**src/rtl/core/bac_pkg.sv**
```systemverilog
package bac_pkg;

  typedef struct packed {
    logic [2:0]  mode;
    logic [31:0] amount;
    logic [31:0] alignment;
    logic        commit_granted;
  } in_item_t;

  typedef struct packed {
    logic        granted;
    logic [2:0]  status;
    logic [31:0] block_offset;
    logic [31:0] used_after;
    logic [31:0] committed_after;
    logic [31:0] commit_bytes;
    logic [31:0] freed_bytes;
  } out_item_t;

  typedef enum logic [2:0] {
    OP_PUSH,
    OP_POP,
    OP_POP_TO,
    OP_CLEAR,
    OP_SET_USED,
    OP_NOP
  } op_t;

  typedef struct packed {
    op_t         op;
    logic [31:0] amount;
    logic [31:0] alignment;
    logic        commit_granted;
  } cmd_t;

  localparam logic [2:0] MODE_PUSH     = 3'd0;
  localparam logic [2:0] MODE_POP      = 3'd1;
  localparam logic [2:0] MODE_POP_TO   = 3'd2;
  localparam logic [2:0] MODE_CLEAR    = 3'd3;
  localparam logic [2:0] MODE_SET_USED = 3'd4;

  localparam logic [2:0] ST_OK       = 3'd0;
  localparam logic [2:0] ST_ZERO     = 3'd1;
  localparam logic [2:0] ST_OVERFLOW = 3'd2;
  localparam logic [2:0] ST_RESERVE  = 3'd3;
  localparam logic [2:0] ST_REFUSED  = 3'd4;

  localparam logic [1:0] REG_KIND    = 2'd0;
  localparam logic [1:0] REG_BASE    = 2'd1;
  localparam logic [1:0] REG_RESERVE = 2'd2;
  localparam logic [1:0] REG_GRANULE = 2'd3;

  localparam logic [31:0] RESERVE_RST = 32'd65536;
  localparam logic [31:0] GRANULE_RST = 32'd4096;

endpackage

```
**src/rtl/core/bac_front.sv**
```systemverilog
module bac_front import bac_pkg::*; (
  input  logic     clk,
  input  logic     rst_n,
  input  logic     push,
  input  in_item_t data,
  output logic     full,
  output logic     cmd_valid,
  output cmd_t     cmd,
  input  logic     cmd_take
);

  cmd_t       q_r [2];
  logic       wr_r;
  logic       rd_r;
  logic [1:0] cnt_r;
  logic       wr_en;
  logic       rd_en;
  cmd_t       cls;

  always_comb begin
    cls.amount         = data.amount;
    cls.alignment      = data.alignment;
    cls.commit_granted = data.commit_granted;
    unique case (data.mode)
      MODE_PUSH:     cls.op = OP_PUSH;
      MODE_POP:      cls.op = OP_POP;
      MODE_POP_TO:   cls.op = OP_POP_TO;
      MODE_CLEAR:    cls.op = OP_CLEAR;
      MODE_SET_USED: cls.op = OP_SET_USED;
      default:       cls.op = OP_NOP;
    endcase
  end

  assign full      = cnt_r[1];
  assign cmd_valid = (cnt_r != 2'd0);
  assign cmd       = q_r[rd_r];
  assign wr_en     = push && !full;
  assign rd_en     = cmd_take && cmd_valid;

  always_ff @(posedge clk) begin
    if (wr_en) begin
      q_r[wr_r] <= cls;
    end
    if (!rst_n) begin
      wr_r  <= 1'b0;
      rd_r  <= 1'b0;
      cnt_r <= 2'd0;
    end else begin
      if (wr_en) wr_r <= ~wr_r;
      if (rd_en) rd_r <= ~rd_r;
      cnt_r <= cnt_r + {1'b0, wr_en} - {1'b0, rd_en};
    end
  end

endmodule

```
**src/rtl/core/bac_div.sv**
```systemverilog
module bac_div #(
  parameter int W = 32
) (
  input  logic         clk,
  input  logic         rst_n,
  input  logic         start,
  input  logic [W-1:0] dividend,
  input  logic [W-1:0] divisor,
  output logic         done,
  output logic [W-1:0] rem
);

  localparam int CW = $clog2(W + 1);

  logic [W-1:0]  dvd_r;
  logic [W-1:0]  dvs_r;
  logic [W-1:0]  rem_r;
  logic [CW-1:0] cnt_r;
  logic          busy_r;
  logic          done_r;
  logic [W:0]    trial;
  logic [W:0]    diff;

  // restoring remainder, one dividend bit a cycle
  always_comb begin
    trial = {rem_r, dvd_r[W-1]};
    diff  = trial - {1'b0, dvs_r};
  end

  always_ff @(posedge clk) begin
    if (!rst_n) begin
      busy_r <= 1'b0;
      done_r <= 1'b0;
      cnt_r  <= '0;
    end else begin
      done_r <= 1'b0;
      if (start) begin
        dvd_r  <= dividend;
        dvs_r  <= divisor;
        rem_r  <= '0;
        cnt_r  <= CW'(W);
        busy_r <= 1'b1;
      end else if (busy_r) begin
        dvd_r <= {dvd_r[W-2:0], 1'b0};
        rem_r <= diff[W] ? trial[W-1:0] : diff[W-1:0];
        cnt_r <= cnt_r - CW'(1);
        if (cnt_r == CW'(1)) begin
          busy_r <= 1'b0;
          done_r <= 1'b1;
        end
      end
    end
  end

  assign done = done_r;
  assign rem  = rem_r;

endmodule

```
**src/rtl/core/bac_back.sv**
```systemverilog
module bac_back import bac_pkg::*; #(
  parameter int W = 32
) (
  input  logic        clk,
  input  logic        rst_n,
  input  logic        cfg_we,
  input  logic [1:0]  cfg_index,
  input  logic [31:0] cfg_wdata,
  input  logic        cmd_valid,
  input  cmd_t        cmd,
  output logic        cmd_take,
  output logic        div_start,
  output logic [W-1:0] div_dvd,
  output logic [W-1:0] div_dvs,
  input  logic        div_done,
  input  logic [W-1:0] div_rem,
  output out_item_t   out_data,
  output logic        out_empty,
  input  logic        out_pop
);

  typedef enum logic [3:0] {
    S_IDLE, S_DEC, S_PAD, S_CHK, S_RWAIT, S_GROW, S_PWAIT, S_PFIN, S_OUT
  } state_t;

  function automatic logic [W-1:0] cut(input logic [31:0] x);
    logic [63:0] t;
    t = {32'd0, x};
    return t[W-1:0];
  endfunction

  function automatic logic [31:0] o32(input logic [W-1:0] v);
    logic [63:0] t;
    t = '0;
    t[W-1:0] = v;
    return t[31:0];
  endfunction

  state_t    state_r;
  cmd_t      cmd_r;
  logic      kind_r;
  logic [W-1:0] base_r, resv_r, gran_r;
  logic [W-1:0] used_r, comm_r;
  logic [W-1:0] pad_r, need_r, r2_r;
  logic      div_start_r;
  logic [W-1:0] div_dvd_r, div_dvs_r;
  logic      res_gr_r;
  logic [2:0] res_st_r;
  logic [W-1:0] res_off_r, res_cb_r, res_db_r;
  out_item_t out_data_r;
  logic      out_valid_r;

  logic [W-1:0] amt, aln1, addr, adv, need, add, grow, want, newu, mark;
  logic      ovf, want_ok;

  always_comb begin
    amt  = cut(cmd_r.amount);
    aln1 = (cut(cmd_r.alignment) == '0) ? W'(1) : cut(cmd_r.alignment);
    addr = base_r + used_r;
    adv  = pad_r + amt;
    need = used_r + adv;
    ovf  = (pad_r > ~amt) || (used_r > ~adv);
    add  = gran_r - r2_r;
    // round need up to the granule, clamped to the reserve
    if (r2_r == '0) grow = need_r;
    else if (need_r > ~add) grow = resv_r;
    else grow = need_r + add;
    if (grow > resv_r) grow = resv_r;
    // used rounded up for decommit
    want_ok = (r2_r == '0) || !(used_r > ~add);
    want    = (r2_r == '0) ? used_r : used_r + add;
    mark = (cmd_r.op == OP_POP) ? used_r - ((amt > used_r) ? used_r : amt) : amt;
    newu = (mark < used_r) ? mark : used_r;
  end

  assign cmd_take  = (state_r == S_IDLE) && cmd_valid;
  assign div_start = div_start_r;
  assign div_dvd   = div_dvd_r;
  assign div_dvs   = div_dvs_r;
  assign out_data  = out_data_r;
  assign out_empty = !out_valid_r;

  always_ff @(posedge clk) begin
    if (!rst_n) begin
      state_r     <= S_IDLE;
      div_start_r <= 1'b0;
      out_valid_r <= 1'b0;
      kind_r      <= 1'b0;
      base_r      <= '0;
      resv_r      <= cut(RESERVE_RST);
      gran_r      <= cut(GRANULE_RST);
      used_r      <= '0;
      comm_r      <= '0;
    end else begin
      div_start_r <= 1'b0;
      if (out_pop && out_valid_r && state_r != S_OUT) out_valid_r <= 1'b0;
      if (cfg_we) begin
        unique case (cfg_index)
          REG_KIND:    kind_r <= cfg_wdata[0];
          REG_BASE:    base_r <= cut(cfg_wdata);
          REG_RESERVE: resv_r <= cut(cfg_wdata);
          REG_GRANULE: gran_r <= cut(cfg_wdata);
          default:     ;
        endcase
      end
      unique case (state_r)
        S_IDLE: begin
          if (cmd_valid) begin
            cmd_r   <= cmd;
            state_r <= S_DEC;
          end
        end
        S_DEC: begin
          res_gr_r  <= 1'b1;
          res_st_r  <= ST_OK;
          res_off_r <= '0;
          res_cb_r  <= '0;
          res_db_r  <= '0;
          r2_r      <= '0;
          unique case (cmd_r.op)
            OP_PUSH: begin
              div_start_r <= 1'b1;
              div_dvd_r   <= addr;
              div_dvs_r   <= aln1;
              state_r     <= S_PAD;
            end
            OP_POP, OP_POP_TO: begin
              used_r <= newu;
              if (kind_r && gran_r != '0) begin
                div_start_r <= 1'b1;
                div_dvd_r   <= newu;
                div_dvs_r   <= gran_r;
                state_r     <= S_PWAIT;
              end else begin
                state_r <= S_PFIN;
              end
            end
            OP_CLEAR: begin
              used_r  <= '0;
              state_r <= S_OUT;
            end
            OP_SET_USED: begin
              if (amt < used_r) used_r <= amt;
              state_r <= S_OUT;
            end
            default: begin
              res_gr_r <= 1'b0;
              state_r  <= S_OUT;
            end
          endcase
        end
        S_PAD: begin
          if (div_done) begin
            pad_r   <= (div_rem == '0) ? '0 : aln1 - div_rem;
            state_r <= S_CHK;
          end
        end
        S_CHK: begin
          res_gr_r <= 1'b0;
          state_r  <= S_OUT;
          if (ovf) begin
            res_st_r <= ST_OVERFLOW;
          end else if (amt == '0) begin
            res_st_r <= ST_ZERO;
          end else if (need > resv_r) begin
            res_st_r <= ST_RESERVE;
          end else if (kind_r && need > comm_r) begin
            need_r <= need;
            if (gran_r != '0) begin
              div_start_r <= 1'b1;
              div_dvd_r   <= need;
              div_dvs_r   <= gran_r;
              state_r     <= S_RWAIT;
            end else begin
              state_r <= S_GROW;
            end
          end else begin
            res_gr_r  <= 1'b1;
            res_off_r <= used_r + pad_r;
            used_r    <= need;
          end
        end
        S_RWAIT: begin
          if (div_done) begin
            r2_r    <= div_rem;
            state_r <= S_GROW;
          end
        end
        S_GROW: begin
          if (cmd_r.commit_granted) begin
            res_gr_r  <= 1'b1;
            res_cb_r  <= grow - comm_r;
            res_off_r <= used_r + pad_r;
            comm_r    <= grow;
            used_r    <= need_r;
          end else begin
            res_st_r <= ST_REFUSED;
          end
          state_r <= S_OUT;
        end
        S_PWAIT: begin
          if (div_done) begin
            r2_r    <= div_rem;
            state_r <= S_PFIN;
          end
        end
        S_PFIN: begin
          if (kind_r && want_ok && want < comm_r) begin
            res_db_r <= comm_r - want;
            comm_r   <= want;
          end
          state_r <= S_OUT;
        end
        S_OUT: begin
          if (!out_valid_r || out_pop) begin
            out_data_r.granted         <= res_gr_r;
            out_data_r.status          <= res_st_r;
            out_data_r.block_offset    <= o32(res_off_r);
            out_data_r.used_after      <= o32(used_r);
            out_data_r.committed_after <= kind_r ? o32(comm_r) : o32(resv_r);
            out_data_r.commit_bytes    <= o32(res_cb_r);
            out_data_r.freed_bytes     <= o32(res_db_r);
            out_valid_r                <= 1'b1;
            state_r                    <= S_IDLE;
          end
        end
        default: state_r <= S_IDLE;
      endcase
    end
  end

endmodule

```
**src/rtl/core/bump_allocator_with_commit.sv**
```systemverilog
// channel  direction  transfer when           payload
// in       input      in_push & !in_full      in_data (in_item_t)
// out      output     out_pop & !out_empty    out_data (out_item_t)
// cfg      input      cfg_we                  cfg_index, cfg_wdata
//
// a push that grows the watermark with a granule takes two serial remainders of
// one bit a cycle in the shared divider; growth with no granule, other pushes and
// dynamic pops with a granule take one remainder, other pops and the rest none
// a two-entry command queue takes new transfers while the back end works
// synchronous active-low reset; no clearing pass
// a result held on the outputs stalls the back end only, not the input queue
module bump_allocator_with_commit import bac_pkg::*; #(
  parameter int OFFSET_BITS = 32
) (
  input  logic        clk,
  input  logic        rst_n,
  input  logic        in_push,
  input  in_item_t    in_data,
  output logic        in_full,
  output logic        out_empty,
  output out_item_t   out_data,
  input  logic        out_pop,
  input  logic        cfg_we,
  input  logic [1:0]  cfg_index,
  input  logic [31:0] cfg_wdata
);

  cmd_t                   cmd;
  logic                   cmd_valid;
  logic                   cmd_take;
  logic                   div_start;
  logic                   div_done;
  logic [OFFSET_BITS-1:0] div_dvd, div_dvs, div_rem;

  bac_front u_front (
    .clk, .rst_n,
    .push(in_push), .data(in_data), .full(in_full),
    .cmd_valid, .cmd, .cmd_take
  );

  bac_div #(.W(OFFSET_BITS)) u_div (
    .clk, .rst_n,
    .start(div_start), .dividend(div_dvd), .divisor(div_dvs),
    .done(div_done), .rem(div_rem)
  );

  bac_back #(.W(OFFSET_BITS)) u_back (
    .clk, .rst_n,
    .cfg_we, .cfg_index, .cfg_wdata,
    .cmd_valid, .cmd, .cmd_take,
    .div_start, .div_dvd, .div_dvs, .div_done, .div_rem,
    .out_data, .out_empty, .out_pop
  );

endmodule

```
**config.mk**
```make
export PLATFORM = sky130hd
export DESIGN_NAME = bump_allocator_with_commit
export DESIGN_NICKNAME = d
export VERILOG_FILES = /design/src/rtl/core/bac_pkg.sv /design/src/rtl/core/bac_front.sv /design/src/rtl/core/bac_div.sv /design/src/rtl/core/bac_back.sv /design/src/rtl/core/bump_allocator_with_commit.sv
export SDC_FILE = /design/constraint.sdc
export NUM_CORES = 2
export LEC_CHECK = 0
export BUFFER_PORTS_ARGS = -buffer_cell sky130_fd_sc_hd__buf_2
export CORE_MARGIN = 5
export CORE_UTILIZATION = 50
export CTS_CLUSTER_SIZE = 16
export DETAILED_ROUTE_END_ITERATION = 16
export PLACE_DENSITY = 0.76
export SLEW_MARGIN = 20
export SYNTH_ARGS = -nofsm -noshare
export SYNTH_HDL_FRONTEND = slang
export SYNTH_HIERARCHICAL = 1
export SYNTH_SLANG_ARGS = --single-unit
```
**constraint.sdc**
```tcl
create_clock -name clk -period 24.7 [get_ports clk]
set_clock_uncertainty 0.05 [all_clocks]
set_input_delay 1.235 -clock clk [delete_from_list [all_inputs] [get_ports clk]]
set_output_delay 1.235 -clock clk [all_outputs]
set_load 0.05 [all_outputs]
```
# Word-level counts from Yosys, hierarchy flattened
# Memory sizes are Yosys's and may differ from the RTL's. A register that Yosys moved wholly into a read port is not among the register bits.
# Index checks and enable logic that the tools add are counted.
# word_totals
memories	1
rom_bits	0
in_bits	107
out_inout_bits	166
reg_bits	699
latch_bits	0
ram_bits	136
word_cells	269
# classes
n_eq_ne	41
reduce_logical	58
n_mux	97
order_cmp	11
n_div	0
n_addsub	15
shifts	0
multipliers	0
bitwise_logic	10
# mem_list
memory	words	word_bits	rd	rd_clocked_by_memory_dff	wr	line	source
u_front.q_r	2	68	1	1	1	bac_front.sv:12	cmd_t q_r [2];
# ops
cell	count
$mux W32	41
$pmux W32 S2	8
$pmux W32 S3	3
$gt A32 B32 Y1	8
$add A32 B32 Y32	6
$sub A32 B32 Y32	5
$logic_not A32 Y1	4
$lt A32 B32 Y1	3
$not A32 Y32	3
$mux W4	9
$sub A33 B32 Y33	1
$pmux W4 S8	1
$reduce_bool A32 Y1	1
$reduce_and A3 Y1	8
$mux W1	23
$eq A4 B3 Y1 const B	4
$ne A2 B2 Y1 const B	8
$pmux W3 S5	1
$ne A2 B1 Y1 const B	7
$reduce_bool A2 Y1	7
$eq A3 B2 Y1 const B	4
$mux W3	4
$mux W6	2
$reduce_and A2 Y1	6
37 further kinds	65

# Longest topological paths before layout
# logic_depth
ltp_word	10
depth_mapped	53
depth_no_buf	48

# Hierarchy
# The synthesis kept the hierarchy.
# modules_own_cells
mod	cells_per_inst	area_per_inst_um2	seq_area_each_um2	instances
bac_back	5278	47803.3	18117.4	1
bac_div	496	5870.6	3042.9	1
bac_front	238	5240.0	4184.0	1

# Least setup slack after synthesis
# Ideal clock, no wire load.
# synth_timing
path_type	register -> register
start	register u_back.cmd_r, in the netlist u_back/amt[0]
end	register u_back.div_dvd_r[0], in the netlist u_back/div_dvd[0] (enable)
setup_time_ps	666
slack_ps	11412
n_path_buf	1
t_arrival_ps	12571
stages_incl_launch_ff	33
required_ps	23984
synth_period_minus_slack_ps	13288
path_cell_list	edfxtp_1 -> ha_1 -> fa_1 -> a21o_1 -> a21oi_1 -> o21bai_1 -> a21oi_1 -> o21bai_1 -> a21oi_1 -> o21bai_1 -> a21oi_1 -> xnor2_1 -> ha_1 -> clkbuf_1 -> nand3_1 -> nor3_1 -> nand4_1 -> o21ai_0 -> o211ai_1 -> a21oi_1 -> o41ai_1 -> xnor2_1 -> ha_1 -> a21o_1 -> a21o_1 -> a221o_1 -> a221oi_1 -> nand2_1 -> a21oi_1 -> a22oi_1 -> nor2_1 -> a21oi_1 -> nor4b_1
# synth_between
elab_chain_len	6
word_cells_on_any_way	16
cone_classes	add/sub (2); order compare (4); eq/ne (4); bitwise (2); reduce/logical (4)
# synth_rtl
item	line	source
start, declared	bac_back.sv:40	cmd_t cmd_r;
start signal, assigned	bac_back.sv:109	cmd_r <= cmd;
$add A32 B32 Y32 (*)	bac_back.sv:60	adv = pad_r + amt;
$add A32 B32 Y32 (*)	bac_back.sv:61	need = used_r + adv;
via u_back.need[25]	bac_back.sv:53	logic [W-1:0] amt, aln1, addr, adv, need, add, grow, want, newu, mark;
$gt A32 B32 Y1	bac_back.sv:167	end else if (kind_r && need > comm_r) begin
$logic_and A1 B1 Y1	bac_back.sv:167	
$ne A2 B1 Y1 (no line)	-	
$reduce_and A9 Y1 (no line) (*)	-	
end signal, assigned	bac_back.sv:123	div_dvd_r <= addr;
end signal, assigned	bac_back.sv:131	div_dvd_r <= newu;
end signal, assigned	bac_back.sv:171	div_dvd_r <= need;
end, declared	bac_back.sv:46	logic [W-1:0] div_dvd_r, div_dvs_r;
# Mark *: on every way through the listed nets, which the timed path passes. The rest lies on a longest branch.
# A chain may end at the register's enable or synchronous reset.

# Worst setup path after layout
# layout_timing
start	register u_back.gran_r[1]
end	register u_back.res_cb_r[31] (data pin)
# layout_between
elab_chain_len	10
word_cells_on_any_way	11
cone_classes	add/sub (3); order compare (2); mux (5); bitwise (1)
# layout_rtl
item	line	source
start, declared	bac_back.sv:42	logic [W-1:0] base_r, resv_r, gran_r;
start signal, assigned	bac_back.sv:91	gran_r <= cut(GRANULE_RST);
start signal, assigned	bac_back.sv:102	REG_GRANULE: gran_r <= cut(cfg_wdata);
$sub A32 B32 Y32 (*)	bac_back.sv:63	add = gran_r - r2_r;
$not A32 Y32	bac_back.sv:66	else if (need_r > ~add) grow = resv_r;
$gt A32 B32 Y1	bac_back.sv:66	
$mux W32 (*)	bac_back.sv:66	
$mux W32 (*)	bac_back.sv:65	if (r2_r == '0) grow = need_r;
$gt A32 B32 Y1	bac_back.sv:68	if (grow > resv_r) grow = resv_r;
$mux W32 (*)	bac_back.sv:68	
$sub A32 B32 Y32 (*)	bac_back.sv:192	res_cb_r <= grow - comm_r;
$mux W32 (*)	bac_back.sv:190	if (cmd_r.commit_granted) begin
$pmux W32 S2 (*)	bac_back.sv:106	unique case (state_r)
end signal, assigned	bac_back.sv:192	
end, declared	bac_back.sv:49	logic [W-1:0] res_off_r, res_cb_r, res_db_r;
# Mark *: on every way between the ends. The rest lies on a longest branch, timed or not. The select of a mux whose other input is x is not followed.

==> run metrics <==
Leak=26.3 nW; EDFF count, synth=around 720; clock buffer depth=3; synthesis-stage register bit count=904; Final Hold Viols=0; post-synthesis sequential area ratio=0.430; DR iter-0 viols=6212; Std-Cell Core Area=approximately 0.12 sq mm; critical path's slowest cell=o41ai_2; M1 GR Usage=0.395; Area growth syn-to-layout=11.0%; RSZ-0062 raised after global routing=false; most used cell, CP=ha_1; status=finished, final reports clean; post-CTS setup buffers=0; Setup CP Type=register to register; Initial Util=0.501; total global routing overflow=0; clk slew on worst S/H paths=roughly 0.060 ns; Die Width=about 350 um; headroom to the max-slew limit=0.191; hold crit path type=register to register; Mapped Cells=between 6000 and 7000; syn nets=~6700; Post-CTS Hold Buffers=0; met3 GRT Util=0.0822; Skew-Pair Late Insertion Delay=between 0.7 and 0.8 ns; wire per inst=between 20 and 30 um; sequential power share=0.253; vias in the first global route=46500; CP Launch Type=register; Final Setup Violations=0; FP Rows=roughly 130; Final TNS setup=0 ns; Die ar.=roughly 0.12 sq mm; Final nets=about 6900; r2r setup slk=roughly 12 ns; commonest non-fill, non-tap cells in the layout=edfxtp_1, a21oi_1, nand2_1, ha_1, nor2_1; Worst Path Arrival=12.75 ns; DP HPWL=approximately 160000 um; P_sw=roughly 3.8 mW; final slew viol count=0; CTS tree=yes; DRC viols=0; Worst Path Max Fanout=42; Peak VDD IR=0.0000976 V; vias per cell=roughly 6.3; CTS buffer count=96; post-synthesis async set-or-reset flop share=0; Pwr per Cell Area=128 mW/mm^2; CP peak stage delay=roughly 0.77 ns; synthesized area=~0.06 sq mm; Post-CTS Resized=0; Final ANT Viol Nets=0; most common cell after layout, fill and taps aside=edfxtp_1; port bufs=~270; GR Util met2=0.479; die height=~350 um; Top FF cell, synth=edfxtp_1; Sw Share=0.453; clk sink count=between 900 and 1000; syn avg cell area=9.80 sq um; Largest register FFs=164; Total GRT Usage=0.310; CTS H-tree depth=3; Worst Path Required=around 25 ns; routability cong.=approximately 1.0; period utilisation layout=0.501; io pins=273; Crit. End Element=register; Int Pwr=about 4.6 mW; area leader, netlist=edfxtp_1; Detailed Routing Iterations Pass 1=7; worst-margin pin slew=about 1.2 ns; Yosys cell types=102; GRT busiest layer=met2; clock network power share=0.180; Reg2Reg Depth=between 40 and 50; layout cells sized above 1=0.121; top cell type's share of synthesized area=0.369; hold path depth=0; max-cap violations=0; synth warn=6; Final min period=12.36 ns; Routed WL=between 200000 and 250000 um; top cells by area, synth=edfxtp_1, ha_1, dfxtp_1, a21oi_1, nand2_1; antenna violations before repair=13; total number of vias=slightly below 50000; CTS root buf=clkbuf_16; combinational share of power=0.568; largest net degree at the start of global routing=71; first-pass GRT wire length=between 200000 and 300000 um; Max Fclk=roughly 81 MHz; Final Power=between 8 and 9 mW
[synthesized netlist by cell type (21+ instances only)]
cell	count
dfxtp_1	180
and3_1	55
nor4_1	83
xor2_1	121
or2_2	25
o31ai_1	33
nand3_1	97
a31o_1	27
nor2_1	433
nand2_1	564
xnor2_1	186
and2_1	66
ha_1	545
clkbuf_1	186
inv_1	322
a31oi_1	80
or3_1	24
nand4_1	86
a21oi_1	572
buf_2	21
a21o_1	211
o21a_1	71
o21ai_0	343
buf_1	23
mux2_2	127
a211oi_1	56
and4_1	21
nand2b_1	83
edfxtp_1	724
nor2b_1	64
nor3_1	107
o211ai_1	48
o21bai_1	60
[cell type report]
type | count | area, sq um
Fill cell | 10300 | 52200
Multi-Input combinational cell | 4543 | 31500
Sequential cell | 904 | 25400
Clock buffer | 122 | 2570
Timing Repair Buffer | 371 | 2140
Tap cell | 1536 | 1920
Inverter | 323 | 1210
Clock inverter | 58 | 689
Antenna cell | 7 | 17.5
[routing by layer]
| layer | vias to the layer above | wire length, um |
|---|---|---|
| met4 | 6 | 13500 |
| met2 | 2511 | 88600 |
| li1 | 22800 | - |
| met5 | - | 182 |
| met1 | 23400 | 79000 |
| met3 | 571 | 20300 |
[power by group through the flow]
stage	registers, mW	logic, mW	clock network (mW)
global route	2.12	5.15	1.60
global placement	2.14	4.55	0
floorplan	2.10	3.20	0
detailed placement	2.14	4.60	0
finish	2.12	4.76	1.51
CTS	2.11	4.64	1.53
[worst paths after layout]
kind | start | end
max | u_back/gran_r[1]$_SDFFE_PN0P_ | u_back/res_cb_r[31]$_SDFFCE_PN0P_
min | u_back/div_dvs[5]$_DFFE_PP_ | u_div/dvs_r[5]$_DFFE_PP_
max reg2reg | u_back/gran_r[1]$_SDFFE_PN0P_ | u_back/res_cb_r[31]$_SDFFCE_PN0P_
min reg2reg | u_back/div_dvs[5]$_DFFE_PP_ | u_div/dvs_r[5]$_DFFE_PP_
[metrics by stage]
step | hold WS, ns | instances | utilization | setup WS (ns) | cell area, sq um
global placement | 0.351 | 7675 | 0.528 | 12.62 | 62100
CTS | 0.365 | 7855 | 0.556 | 12.74 | 65300
detailed placement | 0.355 | 7675 | 0.528 | 12.78 | 62100
finish | 0.359 | 7864 | 0.556 | 12.34 | 65400
global route | 0.375 | 7857 | 0.556 | 11.54 | 65400
floorplan | 0.350 | 6012 | - | 11.41 | 58900
[cell families after synthesis]
| logic type | count (synthesis) | share of synthesized area |
|---|---|---|
| and+or+nand+nor | 1750 | 0.141 |
| DFF | 904 | 0.430 |
| AOI/OAI and AO/OA | 1767 | 0.193 |
| buffers and inverters | 565 | 0.0379 |
| muxes | 162 | 0.0319 |
| xor gates and xnor gates | 307 | 0.0456 |
| adders and majority gates | 557 | 0.120 |
[worst max-delay path, delay by kind of cell, from the launching register on]
family	cells	cell delay (ns)
adders and majority gates	4	1.30
AOI/OAI and AO/OA	22	6.31
and+or+nand+nor	11	2.74
buffers and inverters	2	0.73
xor gates and xnor gates	3	0.46
DFF	1	0.47
Power figures use the tool's default switching activity.
